File: config.mk
export PLATFORM = sky130hd
export DESIGN_NAME = morse_text_encoder
export DESIGN_NICKNAME = d
export VERILOG_FILES = /design/src/design/mte_pkg.sv /design/src/design/morse_text_encoder.sv
export SDC_FILE = /design/constraint.sdc
export NUM_CORES = 1
export LEC_CHECK = 0
export BUFFER_PORTS_ARGS = -buffer_cell sky130_fd_sc_hd__buf_2
export CAP_MARGIN = 20
export CORE_UTILIZATION = 40
export DETAILED_ROUTE_END_ITERATION = 12
export PLACE_DENSITY_LB_ADDON = 0.3
export SLEW_MARGIN = 0
export SYNTH_ARGS = -nofsm -noshare
export SYNTH_HDL_FRONTEND = slang
export SYNTH_SLANG_ARGS = --single-unit
File: constraint.sdc
create_clock -name clk_i -period 2.05 [get_ports clk_i]
set_input_delay 0.205 -clock clk_i [delete_from_list [all_inputs] [get_ports clk_i]]
set_output_delay 0.205 -clock clk_i [all_outputs]
set_load 0.02 [all_outputs]
File: src/design/mte_pkg.sv
package mte_pkg;

  // One output symbol code.
  typedef logic [2:0] sym_t;

  localparam sym_t SymDot     = 3'd0;
  localparam sym_t SymDash    = 3'd1;
  localparam sym_t SymUnknown = 3'd2;
  localparam sym_t SymSpace   = 3'd3;
  localparam sym_t SymSlash   = 3'd4;

  // Longest code, and most symbols that one character can produce.
  localparam int MaxCodeLen = 5;
  localparam int MaxSyms    = 8;
  localparam int CntW       = $clog2(MaxSyms + 1);

  // ASCII landmarks.
  localparam logic [7:0] ChUpperA   = 8'h41;
  localparam logic [7:0] ChUpperZ   = 8'h5a;
  localparam logic [7:0] ChLowerA   = 8'h61;
  localparam logic [7:0] ChLowerZ   = 8'h7a;
  localparam logic [7:0] ChZero     = 8'h30;
  localparam logic [7:0] ChNine     = 8'h39;
  localparam logic [7:0] CaseOffset = 8'd32;

  // Packed code: pattern bit 0 is the first symbol, 1 means dash.
  // A length of zero means the byte has no code.
  typedef struct packed {
    logic [4:0] pat;
    logic [2:0] len;
  } code_t;

  localparam code_t LetterCodes [26] = '{
    '{5'h02, 3'd2}, '{5'h01, 3'd4}, '{5'h05, 3'd4}, '{5'h01, 3'd3},
    '{5'h00, 3'd1}, '{5'h04, 3'd4}, '{5'h03, 3'd3}, '{5'h00, 3'd4},
    '{5'h00, 3'd2}, '{5'h0e, 3'd4}, '{5'h05, 3'd3}, '{5'h02, 3'd4},
    '{5'h03, 3'd2}, '{5'h01, 3'd2}, '{5'h07, 3'd3}, '{5'h06, 3'd4},
    '{5'h0b, 3'd4}, '{5'h02, 3'd3}, '{5'h00, 3'd3}, '{5'h01, 3'd1},
    '{5'h04, 3'd3}, '{5'h08, 3'd4}, '{5'h06, 3'd3}, '{5'h09, 3'd4},
    '{5'h0d, 3'd4}, '{5'h03, 3'd4}
  };

  localparam code_t DigitCodes [10] = '{
    '{5'h1f, 3'd5}, '{5'h1e, 3'd5}, '{5'h1c, 3'd5}, '{5'h18, 3'd5},
    '{5'h10, 3'd5}, '{5'h00, 3'd5}, '{5'h01, 3'd5}, '{5'h03, 3'd5},
    '{5'h07, 3'd5}, '{5'h0f, 3'd5}
  };

  // Folds upper case to lower case and looks up the Morse code.
  function automatic code_t lookup_code(input logic [7:0] c);
    logic [7:0] f;
    logic [7:0] li;
    logic [7:0] di;
    code_t      r;
    f  = (c >= ChUpperA && c <= ChUpperZ) ? c + CaseOffset : c;
    li = f - ChLowerA;
    di = f - ChZero;
    r  = '0;
    if (f >= ChLowerA && f <= ChLowerZ) begin
      r = LetterCodes[li[4:0]];
    end else if (f >= ChZero && f <= ChNine) begin
      r = DigitCodes[di[3:0]];
    end
    return r;
  endfunction

endpackage

File: src/design/morse_text_encoder.sv
// Morse text encoder.
// Input: one text byte per beat on char_code_i with word_end_i and text_end_i,
// taken at a rising edge where start is high and busy is low.
// Output: one symbol per cycle on symbol_o (dot, dash, unknown marker, space,
// slash) while strobe_o is high; last_o marks the final symbol of a character.
// A character yields its code (or one unknown marker), then a space, and at a
// word end a slash and a space; on the text end the separators are dropped.
// Latency: the first symbol appears in the cycle after the beat is taken.
// Throughput: a character yields 1 to 8 symbols, one per cycle as set
// by the single-symbol result port. The next character is taken
// in the cycle its predecessor shows last_o, so symbols stream without gaps.
// The symbol sequence is built in one pass from the input and held in a
// shift register that drains one symbol a cycle.
// Reset clears the symbol count: no strobe and busy low afterwards.
// The receiver cannot stall; every strobed symbol is taken.
module morse_text_encoder
  import mte_pkg::*;
(
  input  logic       clk_i,
  input  logic       rst_ni,
  input  logic       start,
  output logic       busy,
  input  logic [7:0] char_code_i,
  input  logic       word_end_i,
  input  logic       text_end_i,
  output logic       strobe_o,
  output logic [2:0] symbol_o,
  output logic       last_o
);

  sym_t            seq_q [MaxSyms];
  sym_t            seq_d [MaxSyms];
  logic [CntW-1:0] rem_q, rem_d;
  code_t           code;
  logic            known;
  logic [2:0]      clen;
  logic [7:0]      pat_ext;
  logic [CntW-1:0] pos;
  logic [CntW-1:0] offs;
  logic            accept;

  // Handshake: a new beat is taken when idle or while the last pending symbol goes out.
  assign busy     = rem_q > CntW'(1);
  assign accept   = start && !busy;
  assign strobe_o = rem_q != '0;
  assign last_o   = rem_q == CntW'(1);
  assign symbol_o = seq_q[0];

  // Build the whole symbol sequence of a character, or drain one symbol.
  always_comb begin
    code    = lookup_code(char_code_i);
    known   = code.len != 3'd0;
    clen    = known ? code.len : 3'd1;
    pat_ext = {3'b000, code.pat};
    rem_d   = rem_q;
    pos     = '0;
    offs    = '0;
    for (int p = 0; p < MaxSyms; p++) begin
      seq_d[p] = SymDot;
    end
    if (accept) begin
      for (int p = 0; p < MaxSyms; p++) begin
        pos  = CntW'(p);
        offs = pos - CntW'(clen);
        if (pos < CntW'(clen)) begin
          seq_d[p] = !known ? SymUnknown : (pat_ext[p] ? SymDash : SymDot);
        end else if (offs == CntW'(1)) begin
          seq_d[p] = SymSlash;
        end else begin
          seq_d[p] = SymSpace;
        end
      end
      rem_d = CntW'(clen) + (text_end_i ? CntW'(0) : (word_end_i ? CntW'(3) : CntW'(1)));
    end else if (rem_q != '0) begin
      for (int p = 0; p < MaxSyms - 1; p++) begin
        seq_d[p] = seq_q[p + 1];
      end
      rem_d = rem_q - CntW'(1);
    end else begin
      for (int p = 0; p < MaxSyms; p++) begin
        seq_d[p] = seq_q[p];
      end
    end
  end

  // Symbol count.
  always_ff @(posedge clk_i or negedge rst_ni) begin
    if (!rst_ni) begin
      rem_q <= '0;
    end else begin
      rem_q <= rem_d;
    end
  end

  // Symbol shift register.
  always_ff @(posedge clk_i) begin
    for (int p = 0; p < MaxSyms; p++) begin
      seq_q[p] <= seq_d[p];
    end
  end

`ifndef SYNTHESIS
  a_count_range: assert property (@(posedge clk_i) disable iff (!rst_ni)
    rem_q <= CntW'(MaxSyms))
    else $error("symbol count out of range");

  a_accept_strobe: assert property (@(posedge clk_i) disable iff (!rst_ni)
    accept |=> strobe_o)
    else $error("no symbol after an accepted beat");

  a_no_gap: assert property (@(posedge clk_i) disable iff (!rst_ni)
    (strobe_o && !last_o) |=> strobe_o)
    else $error("symbols of one character interrupted");

  a_busy_strobe: assert property (@(posedge clk_i) disable iff (!rst_ni)
    busy |-> (strobe_o && !last_o))
    else $error("busy without pending symbols");

  a_count_step: assert property (@(posedge clk_i) disable iff (!rst_ni)
    (strobe_o && !accept) |=> rem_q == $past(rem_q) - CntW'(1))
    else $error("symbol count did not step down");
`endif

endmodule

**Yosys cells after proc, flatten, opt, wreduce, memory -nomap -nowiden**

Memories as Yosys holds them, arrays and structs flattened.
Cells that the tools add are included.

- Memories: 3
- Register bits after elaboration: 4
- Word-level logic and storage cells: 93
- Bits in latches: 0
- RAM bits: 24
- ROM bits: 384

Memories:

| memory | words | width | read ports | clocked after memory_dff | wr ports | line | text |
|---|---|---|---|---|---|---|---|
| (no name shown) | 32 | 8 | 1 | 0 | 0 | mte_pkg.sv:60 | `r = LetterCodes[li[4:0]];` |
| (no name shown) | 16 | 8 | 1 | 0 | 0 | mte_pkg.sv:62 | `r = DigitCodes[di[3:0]];` |
| seq_q | 8 | 3 | 8 | 0 | 8 | morse_text_encoder.sv:31 | `sym_t seq_q [MaxSyms];` |

- Shifts and indexed selects: 0
- Bitwise gates (word level): 2
- Eq/ne operators: 9
- $mul: 0
- Divide/modulo/power cells: 0
- Add/sub/neg operators: 13
- Multiplexer cells: 41
- Reductions and logical operators: 8
- Magnitude comparators: 16

Operator list:

| cell | number |
|---|---|
| 8-bit two-way mux | 7 |
| 3-bit two-way mux | 17 |
| 4-bit by 1-bit equality test with 1-bit output, second input constant | 9 |
| 24-bit two-way mux | 1 |
| 21-bit two-way mux | 1 |
| 8-bit by 7-bit >= comparator with 1-bit output, second input constant | 2 |
| 8-bit by 7-bit <= comparator with 1-bit output, second input constant | 2 |
| 2-bit two-way mux | 8 |
| 3-bit by 3-bit subtractor with 4-bit output, first input constant | 4 |
| 3-bit < comparator, first input constant | 3 |
| 8-bit by 6-bit adder with 8-bit output, second input constant | 1 |
| 8-bit by 6-bit >= comparator with 1-bit output, second input constant | 1 |
| 8-bit by 6-bit <= comparator with 1-bit output, second input constant | 1 |
| 4-bit two-way mux | 2 |
| 1-bit by 3-bit subtractor with 4-bit output, first input constant | 2 |
| 2-bit by 3-bit subtractor with 4-bit output, first input constant | 2 |
| 4-bit by 1-bit subtractor with 4-bit output, second input constant | 2 |
| 6-bit >= comparator, second input constant | 1 |
| 1-bit by 3-bit < comparator with 1-bit output, first input constant | 2 |
| 2-bit by 3-bit < comparator with 1-bit output, first input constant | 2 |
| 5-bit inverter with 6-bit output | 1 |
| 5-bit >= comparator, second input constant | 1 |
| 1-bit two-way mux | 5 |
| 4-bit inverter with 5-bit output | 1 |
| 8 further kinds | 11 |

**Depth between registers and ports, before layout**

- Word-level depth: 17
- Gate-level depth with buffers: 19
- Depth with buffers taken out: 15

**Worst setup path before layout**

OpenSTA, ideal clock, no wires.

- Path type: in2reg
- From: input port char_code_i[0]
- To: register rem_q[1]
- Stages: 19
- Path slack: -1452 ps
- Arrival time: 3349 ps
- Setup time: 153 ps
- Cells stage by stage: buf_2 inv_1 ha_1 buf_4 inv_1 ha_1 buf_2 buf_1 o21a_1 nand3_1 nand2_1 o22a_1 buf_2 nand3_1 nand2_1 ha_1 fa_1 a21oi_1 o21ai_0

- Longest elaborated chain between the ends: 14

RTL lines:

| what | line | text |
|---|---|---|
| start: declaration | morse_text_encoder.sv:23 | `input logic [7:0] char_code_i,` |
| 8-bit by 7-bit >= comparator with 1-bit output / 8-bit by 7-bit <= comparator with 1-bit output (equally long branches) | mte_pkg.sv:55 | `f = (c >= ChUpperA && c <= ChUpperZ) ? c + CaseOffset : c;` |
| 1-bit logical AND | mte_pkg.sv:55 |  |
| 8-bit two-way mux * | mte_pkg.sv:55 |  |
| 4-bit by 1-bit subtractor with 4-bit output | mte_pkg.sv:57 | `di = f - ChZero;` |
| 4-bit inverter with 5-bit output (implied by the code) | mte_pkg.sv:62 |  |
| memory 16 x 8 bit | -- |  |
| 8-bit two-way mux (implied by the code) (2 in series) | mte_pkg.sv:62 |  |
| 8-bit two-way mux | mte_pkg.sv:61 | `end else if (f >= ChZero && f <= ChNine) begin` |
| 8-bit two-way mux * | mte_pkg.sv:59 | `if (f >= ChLowerA && f <= ChLowerZ) begin` |
| 3-bit nonzero test | morse_text_encoder.sv:52 | `known = code.len != 3'd0;` |
| 3-bit two-way mux * | morse_text_encoder.sv:53 | `clen = known ? code.len : 3'd1;` |
| 3-bit by 2-bit adder with 4-bit output * | morse_text_encoder.sv:73 | `rem_d = CntW'(clen) + (text_end_i ? CntW'(0) : (word_end_i ? CntW'(3) : CntW'(1)));` |
| 4-bit two-way mux * | morse_text_encoder.sv:61 | `if (accept) begin` |
| end signal: assignment | morse_text_encoder.sv:91 | `rem_q <= rem_d;` |
| end: declaration | morse_text_encoder.sv:33 | `logic [CntW-1:0] rem_q, rem_d;` |

Mark *: on every way between the ends. The rest lies on a longest branch, timed or not. The select of a mux whose other input is x is not followed.
A chain may end at the register's enable or synchronous reset.

==> metrics.txt <==
Worst Setup Start Kind=primary input; Cell Chain, Critical Path=buf_2 -> buf_4 -> o31a_1 -> nor2_2 -> a211oi_2 -> a31o_1 -> a211o_4 -> inv_6 -> nand2_4 -> ha_4 -> nor3b_4 -> o2111ai_2 -> o211a_1; Worst-path clk slew=0.10 ns; initial core utilization=0.4200; status=complete, but fails checks; post-route setup slack=-0.6763 ns; Syn Area/Cell=8.834 sq um; pre-CTS setup slack=-0.9732 ns; clk buf depth=2; routability cong.=0.9103; dpl hpwl=4.890 mm; # setup viols final=24; crit path max fanout=8; leakage=0.001715 uW; Setup CP Type=primary input to flip-flop; power density cells=789.7 nW/um^2; Post-Synth Adder-Cell Area=0.1048; Final Hold Fails=0; XOR/XNOR Fraction of Synth Area=0.01871; Largest stage delay, worst path=0.40 ns; post-layout min period=2.726 ns; FMAX=0.3668 GHz; IO Count=19; DR pass1 iterations=5; drt via density=6.061; Relative slew margins=0.6514; main combinational cell family by area after synthesis=compound AO/OA/AOI/OAI gates; ant diodes=0; Layout area overhead=69.05%; CTS tree=built; simple logic cell fraction of the synthesized area=0.1849; Cell Count, Final, Fillers Out=444; MaxCap Viol Count=0; multiplexer area fraction after synthesis=0.01283; DR WL/cell=19.69 um; Post-Synthesis Cells=265; CTS H-tree depth=1; DRC Markers=0; num rows=27; Final Skew=0.003547 ns; register area share after synthesis=0.3250; GRT Residual Overflow=0; syn_nets=297; NumNets Final=405; Post-synth EDFFs=22; HP Class=primary input to async pin; failing checks=negative setup slack; WHS=0.2426 ns; VDD IR max=0.5901 mV; GRT Util Overall=0.2638; R2R cell count=7; # placed instances=411; Post-Route WL=8.744 mm; Die Y=78.50 um; FFs w/ async S/R, synth=0.1538; I/O Buffers=18; largest net degree at the start of global routing=18; worst-skew pair later-pin latency=0.28 ns; Vias=2691; RSZ-0062 raised after global routing=true; Synth Area in Compound Gates=0.2801; drt initial violations=269; flops & latches, synth=26; yosys warns=0; critical path endpoint category=flip-flop; Syn Std Cell Area=2341 sq um; Core Area=5574 sq um; first-pass GRT wire length=12.74 mm; die area=6162 sq um; total CTS buffers=3; CP max-delay cell=a211o_4; Yosys cell types=64; CP Data Required Time=2.09 ns; clock root cell=clkbuf_8; period utilisation layout=1.330; Die Wd=78.50 um; Routed Antenna Nets=0; crit path DAT=2.77 ns; initial antenna violation count=0; Synth Flop Type=edfxtp_1; worst-margin pin slew=0.5210 ns; share of layout cells above drive strength 1=0.5376; vias in the first global route=2505; Slew Viols, Final=0; clk sink count=26
==> where the power goes <==
group | switching (uW) | internal (uW) | total [uW]
clock network | 178 | 262 | 440
logic | 907 | 791 | 1700
registers | 93.2 | 895 | 988
==> worst max-delay path, delay by kind of cell <==
family,cells,cell delay [ns]
compound gates,6,1.39
buf+inv,3,0.42
fa+ha+maj,1,0.26
simple gates,3,0.48
==> flip-flops by register name, indices dropped and copies added (netlist names) <==
signal and count:
seq_q 22, rem_q 4
==> routing by layer <==
metal / up-vias / track usage / share of wire
met4: 0 / 0.05556 / 0.027
li1: 1206 / - / -
met3: 30 / 0.03605 / 0.064
met2: 151 / 0.4452 / 0.48
met5: - / 0 / 0
met1: 1304 / 0.3567 / 0.43
==> cells in the mapped netlist, drive strengths merged, types with 4 or more instances <==
cell | n | area share
edfxtp | 22 | 0.28
clkbuf | 7 | 0.011
nor2 | 19 | 0.032
a211oi | 6 | 0.019
ha | 18 | 0.096
dfrtp | 4 | 0.043
o21a | 4 | 0.013
o211ai | 5 | 0.016
o21ai | 15 | 0.032
nand2b | 5 | 0.013
a21oi | 19 | 0.044
nor3 | 8 | 0.019
inv | 13 | 0.022
nor2b | 4 | 0.011
nand2 | 29 | 0.046
o31ai | 6 | 0.019
nand3 | 4 | 0.0086
and2 | 5 | 0.013
a31oi | 4 | 0.011
buf | 14 | 0.039
==> logic make-up after synthesis <==
family	count (synthesis)
DFF	26
AOI/OAI and AO/OA	91
muxes	3
buffers and inverters	35
xor gates and xnor gates	5
and+or+nand+nor	86
adders and majority gates	19
==> repair_timing <==
item / in CTS / in global routing
resized for setup: 54 / 45
setup endpoints to repair: 24 / 24
hold buffers: 1 / 0
gates cloned: 1 / 0
pin swaps: 32 / 20
endpoints found under the hold margin: 4 / 0
setup buffers: 23 / 12
==> layout by cell type, fill, tap and decap left out, types with 6 or more instances in the layout <==
| master | count |
|---|---|
| ha_4 | 6 |
| edfxtp_1 | 22 |
| inv_1 | 9 |
| buf_4 | 82 |
| buf_6 | 18 |
| a21oi_1 | 12 |
| o21ai_0 | 9 |
| buf_2 | 16 |
| nor2_1 | 17 |
| ha_1 | 11 |
| nand2_1 | 21 |
==> cell type report <==
cell class	count	area, sq um
Tap cell	72	90.09
Inverter	14	80.08
Timing Repair Buffer	124	1041
Multi-Input combinational cell	204	1914
Sequential cell	26	760.7
Clock inverter	1	30.03
Fill cell	345	1617
Clock buffer	3	41.29
==> final timing paths <==
| check | startpoint | end | slack [ns] |
|---|---|---|---|
| max | char_code_i[2] | seq_q[0][7] | -0.68 |
| min | rst_ni | rem_q[3] | 0.24 |
| max reg2reg | rem_q[0] | seq_q[1][1] | 0.01 |
| min reg2reg | seq_q[0][6] | seq_q[0][3] | 0.54 |
| max in group asynchronous | rst_ni | rem_q[2] | 1.69 |
| min in group clk_i | start | rem_q[1] | 0.29 |
==> per-stage QoR <==
stage	power, uW	util	TNS (ns)	cell area, sq um
finish	3125	0.7100	-10.64	3958
global route	3270	0.7100	-11.40	3958
CTS	2916	0.6631	-7.798	3696
detailed placement	2278	0.5677	-17.07	3164
global placement	2228	0.5677	-16.49	3164
floorplan	1851	-	-14.49	2552
(Power assumes the default switching activity.)
